[config.mk]
export PLATFORM = sky130hd
export DESIGN_NAME = joint_command_frame_packer
export DESIGN_NICKNAME = d
export VERILOG_FILES = /design/src/rtl/jcfp_pkg.sv /design/src/rtl/jcfp_quant.sv /design/src/rtl/joint_command_frame_packer.sv
export SDC_FILE = /design/constraint.sdc
export NUM_CORES = 2
export LEC_CHECK = 0
export ABC_AREA = 1
export BUFFER_PORTS_ARGS = -buffer_cell sky130_fd_sc_hd__buf_2
export CAP_MARGIN = 25
export CORE_MARGIN = 2
export CORE_UTILIZATION = 31
export DETAILED_ROUTE_END_ITERATION = 6
export MAX_ROUTING_LAYER = met4
export PLACE_DENSITY = 0.5
export SETUP_SLACK_MARGIN = 0.5
export SYNTH_ARGS = -nofsm -noshare
export SYNTH_HDL_FRONTEND = slang
export SYNTH_SLANG_ARGS = --single-unit
[constraint.sdc]
create_clock -name clk_i -period 26.1 [get_ports clk_i]
set_clock_uncertainty 0.1 [all_clocks]
set_input_delay 1.305 -clock clk_i [delete_from_list [all_inputs] [get_ports clk_i]]
set_output_delay 1.305 -clock clk_i [all_outputs]
set_load 0.02 [all_outputs]
[src/rtl/jcfp_pkg.sv]
// ----------------------------------------------------------------------------
// jcfp_pkg
// Shared widths, ranges and register codes of the joint command frame packer.
// ----------------------------------------------------------------------------
`default_nettype none

package jcfp_pkg;

  localparam int FIELD_W   = 18;
  localparam int FRAME_W   = 64;
  localparam int POS_BITS  = 16;
  localparam int CMD_BITS  = 12;
  localparam int CFG_IDX_W = 2;

  // ranges as multiples of one unit (span = K * 2^F)
  localparam int POS_SPAN_K = 25;
  localparam int VEL_SPAN_K = 90;
  localparam int KP_SPAN_K  = 500;
  localparam int KD_SPAN_K  = 5;
  localparam int TRQ_SPAN_K = 36;

  localparam int STOP_GAIN = 100;
  // torque plus overshoot term, full width
  localparam int TRQ_SUM_W = FIELD_W + 1 + $clog2(STOP_GAIN) + 1;

  typedef enum logic [CFG_IDX_W-1:0] {
    CFG_UPPER_LIMIT = 2'd0,
    CFG_LOWER_LIMIT = 2'd1,
    CFG_ENABLE      = 2'd2
  } cfg_reg_e;

endpackage

`default_nettype wire

[src/rtl/jcfp_quant.sv]
// ----------------------------------------------------------------------------
// jcfp_quant
// Clamp a signed fixed point value to its range and scale it to an unsigned
// code: floor((x - lo) * (2^BITS - 1) / span), span = SPAN_K * 2^FRAC_BITS.
// ----------------------------------------------------------------------------
`default_nettype none

module jcfp_quant #(
  parameter int IN_W      = 18,
  parameter int FRAC_BITS = 8,
  parameter int SPAN_K    = 5,
  parameter bit SYMMETRIC = 1'b0,
  parameter int BITS      = 12
) (
  input  logic signed [IN_W-1:0] value_i,
  output logic        [BITS-1:0] code_o
);

  localparam int SPAN = SPAN_K << FRAC_BITS;
  localparam int LO   = SYMMETRIC ? -(SPAN / 2) : 0;
  localparam int HI   = LO + SPAN;
  localparam int SW   = $clog2(SPAN) + 2;
  localparam int W    = ((IN_W > SW) ? IN_W : SW) + 1;
  localparam int DW   = $clog2(SPAN + 1);
  localparam int MW   = $clog2(SPAN_K * ((1 << BITS) - 1) + 1);
  localparam int L    = $clog2(SPAN_K);
  localparam int S    = MW + L;
  localparam int RW   = S - L + 2;
  localparam int PW   = MW + RW;
  // rounded-up reciprocal, exact for every quotient of an MW bit dividend
  localparam longint RECIP = ((longint'(1) << S) + SPAN_K - 1) / SPAN_K;

  localparam logic signed [W-1:0] LO_W = W'(LO);
  localparam logic signed [W-1:0] HI_W = W'(HI);

  logic signed [W-1:0]    x_w;
  logic signed [W-1:0]    c_w;
  logic signed [W-1:0]    d_w;
  logic [DW-1:0]          d;
  logic [DW+BITS-1:0]     n;
  logic [MW-1:0]          m;
  logic [PW-1:0]          p;

  always_comb begin
    x_w = W'(value_i);
    if (x_w < LO_W) begin
      c_w = LO_W;
    end else if (x_w > HI_W) begin
      c_w = HI_W;
    end else begin
      c_w = x_w;
    end
    d_w = c_w - LO_W;
    d   = d_w[DW-1:0];
    // d * (2^BITS - 1), then drop the fraction: span carries 2^F
    n   = {d, BITS'(0)} - (DW+BITS)'(d);
    m   = n[FRAC_BITS+MW-1:FRAC_BITS];
    p   = PW'(m) * PW'(RECIP);
  end

  assign code_o = p[S+BITS-1:S];

endmodule

`default_nettype wire

[src/rtl/joint_command_frame_packer.sv]
// ----------------------------------------------------------------------------
// joint_command_frame_packer
// Soft stop override, clamping and quantisation of one joint command into an
// 8-byte motor command frame.
// ----------------------------------------------------------------------------
// Usage:
//   Input channel: in_valid_i / in_stall_o with the six command fields.
//   Output channel: out_valid_o / out_stall_i with command_frame_o (byte 0 in
//   bits 63..56) and softstop_hit_o.
//   Configuration: cfg_we_i writes cfg_data_i into register cfg_index_i
//   (0 upper limit, 1 lower limit, 2 soft stop enable); other indexes are
//   ignored. Write only while no item is in flight.
//   An item passes an input register, then the override, clamp and
//   quantise logic, then the result register. One item per cycle is taken
//   while the receiver keeps up; the longest path is the reciprocal
//   multiply of the quantiser behind the torque overshoot sum.
//   When the receiver stalls, the result holds and one further item can still
//   enter the input register before in_stall_o rises.
//   Reset empties both registers and loads limits of +-1.5 and enables soft
//   stop.
// ----------------------------------------------------------------------------
`default_nettype none

module joint_command_frame_packer
  import jcfp_pkg::*;
#(
  parameter int FRACTION_BITS = 8
) (
  input  logic                      clk_i,
  input  logic                      rst_ni,
  input  logic                      cfg_we_i,
  input  logic [CFG_IDX_W-1:0]      cfg_index_i,
  input  logic [FIELD_W-1:0]        cfg_data_i,
  input  logic                      in_valid_i,
  output logic                      in_stall_o,
  input  logic signed [FIELD_W-1:0] target_position_i,
  input  logic signed [FIELD_W-1:0] target_velocity_i,
  input  logic signed [FIELD_W-1:0] stiffness_gain_i,
  input  logic signed [FIELD_W-1:0] damping_gain_i,
  input  logic signed [FIELD_W-1:0] feedforward_torque_i,
  input  logic signed [FIELD_W-1:0] measured_position_i,
  output logic                      out_valid_o,
  input  logic                      out_stall_i,
  output logic [FRAME_W-1:0]        command_frame_o,
  output logic                      softstop_hit_o
);

  localparam int ONE_Q        = 1 << FRACTION_BITS;
  localparam int KD_STOP      = (4 * ONE_Q + 5) / 10;
  localparam int LIMIT_RESET  = 3 << (FRACTION_BITS - 1);
  localparam int KD_STOP_CODE = (KD_STOP * ((1 << CMD_BITS) - 1)) / (KD_SPAN_K * ONE_Q);
  localparam int VEL_MID_CODE = ((1 << CMD_BITS) - 1) / 2;

  logic signed [FIELD_W-1:0] upper_q, lower_q;
  logic                      enable_q;

  logic                      s1_vld_q;
  logic signed [FIELD_W-1:0] pos_q, vel_q, kp_q, kd_q, trq_q, meas_q;

  logic                      out_vld_q;
  logic [FRAME_W-1:0]        frame_q, frame_d;
  logic                      hit_q, hit_d;

  logic                      out_en;
  logic                      in_acc;

  logic signed [FIELD_W-1:0]   lim;
  logic signed [FIELD_W:0]     overshoot;
  logic signed [TRQ_SUM_W-1:0] stop_term;
  logic signed [FIELD_W-1:0]   vel_sel, kp_sel, kd_sel;
  logic signed [TRQ_SUM_W-1:0] trq_sel;

  logic [POS_BITS-1:0] p_code;
  logic [CMD_BITS-1:0] v_code, kp_code, kd_code, t_code;

  assign out_en     = !out_vld_q || !out_stall_i;
  assign in_stall_o = s1_vld_q && !out_en;
  assign in_acc     = in_valid_i && !in_stall_o;

  always_ff @(posedge clk_i or negedge rst_ni) begin
    if (!rst_ni) begin
      upper_q  <= FIELD_W'(LIMIT_RESET);
      lower_q  <= FIELD_W'(-LIMIT_RESET);
      enable_q <= 1'b1;
    end else if (cfg_we_i) begin
      case (cfg_reg_e'(cfg_index_i))
        CFG_UPPER_LIMIT: upper_q  <= cfg_data_i;
        CFG_LOWER_LIMIT: lower_q  <= cfg_data_i;
        CFG_ENABLE:      enable_q <= cfg_data_i[0];
        default: ;
      endcase
    end
  end

  always_ff @(posedge clk_i or negedge rst_ni) begin
    if (!rst_ni) begin
      s1_vld_q  <= 1'b0;
      out_vld_q <= 1'b0;
    end else begin
      if (out_en) begin
        out_vld_q <= s1_vld_q;
      end
      if (in_acc) begin
        s1_vld_q <= 1'b1;
      end else if (out_en) begin
        s1_vld_q <= 1'b0;
      end
    end
  end

  always_ff @(posedge clk_i) begin
    if (in_acc) begin
      pos_q  <= target_position_i;
      vel_q  <= target_velocity_i;
      kp_q   <= stiffness_gain_i;
      kd_q   <= damping_gain_i;
      trq_q  <= feedforward_torque_i;
      meas_q <= measured_position_i;
    end
    if (out_en && s1_vld_q) begin
      frame_q <= frame_d;
      hit_q   <= hit_d;
    end
  end

  // soft stop: upper limit has priority
  always_comb begin
    hit_d = 1'b0;
    lim   = lower_q;
    if (enable_q) begin
      if (meas_q >= upper_q) begin
        hit_d = 1'b1;
        lim   = upper_q;
      end else if (meas_q <= lower_q) begin
        hit_d = 1'b1;
      end
    end
    overshoot = (FIELD_W+1)'(lim) - (FIELD_W+1)'(meas_q);
    stop_term = TRQ_SUM_W'(overshoot) * $signed(TRQ_SUM_W'(STOP_GAIN));
    if (hit_d) begin
      vel_sel = '0;
      kp_sel  = '0;
      kd_sel  = FIELD_W'(KD_STOP);
      trq_sel = TRQ_SUM_W'(trq_q) + stop_term;
    end else begin
      vel_sel = vel_q;
      kp_sel  = kp_q;
      kd_sel  = kd_q;
      trq_sel = TRQ_SUM_W'(trq_q);
    end
  end

  jcfp_quant #(
    .IN_W(FIELD_W), .FRAC_BITS(FRACTION_BITS), .SPAN_K(POS_SPAN_K),
    .SYMMETRIC(1'b1), .BITS(POS_BITS)
  ) u_pos (.value_i(pos_q), .code_o(p_code));

  jcfp_quant #(
    .IN_W(FIELD_W), .FRAC_BITS(FRACTION_BITS), .SPAN_K(VEL_SPAN_K),
    .SYMMETRIC(1'b1), .BITS(CMD_BITS)
  ) u_vel (.value_i(vel_sel), .code_o(v_code));

  jcfp_quant #(
    .IN_W(FIELD_W), .FRAC_BITS(FRACTION_BITS), .SPAN_K(KP_SPAN_K),
    .SYMMETRIC(1'b0), .BITS(CMD_BITS)
  ) u_kp (.value_i(kp_sel), .code_o(kp_code));

  jcfp_quant #(
    .IN_W(FIELD_W), .FRAC_BITS(FRACTION_BITS), .SPAN_K(KD_SPAN_K),
    .SYMMETRIC(1'b0), .BITS(CMD_BITS)
  ) u_kd (.value_i(kd_sel), .code_o(kd_code));

  jcfp_quant #(
    .IN_W(TRQ_SUM_W), .FRAC_BITS(FRACTION_BITS), .SPAN_K(TRQ_SPAN_K),
    .SYMMETRIC(1'b1), .BITS(CMD_BITS)
  ) u_trq (.value_i(trq_sel), .code_o(t_code));

  assign frame_d = {p_code, v_code, kp_code, kd_code, t_code};

  assign out_valid_o     = out_vld_q;
  assign command_frame_o = frame_q;
  assign softstop_hit_o  = hit_q;

`ifndef SYNTHESIS
  a_stall_needs_item: assert property (@(posedge clk_i) disable iff (!rst_ni)
    in_stall_o |-> s1_vld_q && out_vld_q)
    else $error("input stalled without a held item");

  a_held_item_kept: assert property (@(posedge clk_i) disable iff (!rst_ni)
    s1_vld_q && !out_en |=> s1_vld_q)
    else $error("held item dropped while output stalled");

  a_stop_gains: assert property (@(posedge clk_i) disable iff (!rst_ni)
    out_vld_q && hit_q |-> command_frame_o[35:24] == '0 &&
      command_frame_o[47:36] == CMD_BITS'(VEL_MID_CODE))
    else $error("soft stop item with non-zero velocity or kp");

  a_stop_kd: assert property (@(posedge clk_i) disable iff (!rst_ni)
    out_vld_q && hit_q |-> command_frame_o[23:12] == CMD_BITS'(KD_STOP_CODE))
    else $error("soft stop item with wrong kd code");
`endif

endmodule

`default_nettype wire

==> reports/qor.yml <==
ys_seq_area_share_pct: 14.2
setup_viol: 0
clk_pin_slew_ns: 0.06
r2r_slack_ns: 8.74
io_pins: 200
finalWeightedCongestion: 0.910
critPathArrivalTime_ns: 17.64
initial_core_util_pct: 31.2
die_w_um: 378
yosys_warnings: 0
synthMuxAreaShare_pct: 0.0231
drc: 0
coreArea_um2: 139000
regArea_um2: 6190
hp-start: "upper_q[2]"
ys_types: 70
crit_top_cell: "nand2_1"
grt_use_total_pct: 16.5
syn2layout_area_growth_pct: 9.77
antenna_found_initial: 17
cts.sinks: 212
period_share_pct: 66.5
post_cts_resized: 0
synthTopCellsByArea: "ha_1 (27%), fa_1 (24%), edfxtp_1 (12%)"
drt_iter0_drc: 1519
hp-class: "reg2reg"
insertion_delay_ns: 0.63
htree_levels: 1
root_buffer: "clkbuf_16"
hold_path_end: "upper_q[2]"
wirelength_um: 113000
cts_buffers: 29
syn_area_um2: 43400
synth_xor_area_share_pct: 4.20
die-height_um: 378
overflow: 0
synth_top_family_by_area: "adder cells"
rr_startpoint: "meas_q[17]"
synth.most_common_cell: "inv_1"
grt_max_degree: 56
synth-edff-count: 173
fin_tns_setup_ns: 0
multi_input_area_um2: 32600
portBuffers: 199
status: "finished, final reports clean"
tightest_slew_ns: 1.04
dr.pass1.iters: 5
hold_ws_ns: 0.386
fmax_mhz: 57.6
grt_pass1_vias: 33000
synth_area_per_cell_um2: 8.87
wl_per_cell_um: 16.1
drive_above_1_share_pct: 7.29
slew_viol_final: 0
period_needed_ns: 17.36
nets: 6690
ys_seq_elements: 212
syn-instance-count: 4897
cts_hold_buffers: 0
netlist.area_leader.share_pct: 27.0
dp_hpwl_um: 100000
grt_pass1_wl_um: 181000
yosys.area_share.adder_pct: 50.8
fp-row-count: 137
synthTopCellsByCount: "inv_1 (1191), ha_1 (937), nand2_1 (659), fa_1 (516), nor2_1 (239)"
post_cts_buffers: 0
num-fill-cells: 14600
async_flop_share_pct: 18.4
finalHoldViolCount: 0
synth_compound_area_share_pct: 7.34
cts_tree: "yes"
avgViaCountPerCell: 4.52
rsz0062_at_grt: "no"
worstRegToRegCells: 82
synth-simple-area-share_pct: 12.6
drtAntennaViolNets: 0
cpMaxStageDelayCell: "fa_1"
yosys.area.top_type: "ha_1"
maxCapViolations: 0
path_max_fanout: 50
path_class: "reg2reg"
synthesis.nets: 6483
cp.required_ns: 26.38
cpPeakStageDelay_ns: 0.54
r2r-end: "command_frame_o[11]"
clk_path_buf_depth: 3
end_kind: "flip-flop"
die-area_um2: 143000
vias: 31700
whs_path_depth: 2
crit_path_start_kind: "flip-flop"
slew_headroom_pct: 30.1
ys.flop_type: "edfxtp_1"
==> metrics by stage <==
step | setup WS, ns | area (um^2) | std cells | utilization [%]
2_1_floorplan | 10.70 | 43400 | 4897 | -
3_3_place_gp | 9.11 | 46600 | 6946 | 33.5
3_5_place_dp | 8.75 | 46700 | 6948 | 33.5
4_1_cts | 8.72 | 47600 | 7002 | 34.2
5_1_grt | 7.11 | 47700 | 7013 | 34.2
6_report | 8.74 | 47700 | 7013 | 34.2
==> logic make-up after synthesis <==
kind of cell / Yosys count
AO/OA/AOI/OAI: 548
XOR/XNOR: 202
adder cells (fa/ha/maj): 1453
buffers and inverters: 1233
flip-flops: 212
multiplexers: 1
AND/OR/NAND/NOR: 1248
==> worst max-delay path, delay by kind of cell (launching register included) <==
family	cells	cell delay, ns
AO/OA/AOI/OAI	18	2.99
XOR/XNOR	4	1.15
adder cells (fa/ha/maj)	18	6.84
buffers and inverters	10	0.81
flip-flops	1	0.43
multiplexers	1	0.25
AND/OR/NAND/NOR	31	4.48
==> cell usage in the layout, fill, tap and decap left out, types with 10 or more instances in the layout <==
cell type  count
buf_2        199
nor4_1        17
o211ai_1      12
xor2_1       137
nand2_1      659
nand4_1       53
fa_1         516
nor2_1       239
xnor2_1       61
inv_2         10
o21ai_0      166
nand3_1      144
nand2_2       19
clkbuf_16     30
or2_2         12
o21a_1        10
dfstp_2       13
diode_2       10
inv_1       1190
edfxtp_1     173
a21oi_1      221
nor2_2        14
ha_1         937
a21o_1        39
dfrtp_1       26
a21boi_0      11
nor3_1        42
o21bai_1      13
a31oi_1       20
==> registers in the layout, summed over array words and instances (netlist names) <==
signal,cells
command_frame_o,64
kd_q,18
kp_q,18
lower_q,18
meas_q,18
pos_q,18
trq_q,18
upper_q,18
vel_q,18
enable_q,1
out_valid_o,1
s1_vld_q,1
softstop_hit_o,1
==> area by class of cell <==
class	count	area share, %
multi-input cells	3452	68.3
flip-flops and latches	212	13.0
inverters	1201	9.47
well taps	1876	4.92
repair buffers	208	2.27
clock buffers	33	1.64
clock inverters	21	0.349
diodes	10	0.0525
==> worst max-delay path by stage <==
stage                     cells past startpoint  slack [ns]  startpoint                   to
after global placement                       83        9.11  upper_q[8]  command_frame_o[11]
after CTS                                    82        8.72  meas_q[17]  command_frame_o[11]
after floorplan                              84       10.70  upper_q[8]  command_frame_o[11]
after global routing                         82        7.11  meas_q[17]  command_frame_o[11]
final                                        82        8.74  meas_q[17]  command_frame_o[11]
after detailed placement                     82        8.75  meas_q[17]  command_frame_o[11]
==> metal layers <==
metal | global-route usage (%) | share of wire (%) | routed length [um]
met4 | 2.27 | 1.2 | 1370
met5 | - | 0 | 0
met2 | 25.0 | 43 | 48700
met1 | 23.6 | 50 | 56700
met3 | 2.66 | 5.4 | 6090
Power is left out: the tool's default activity adds up to more than one toggle a clock period on the data nets, which glitch-free logic cannot reach.
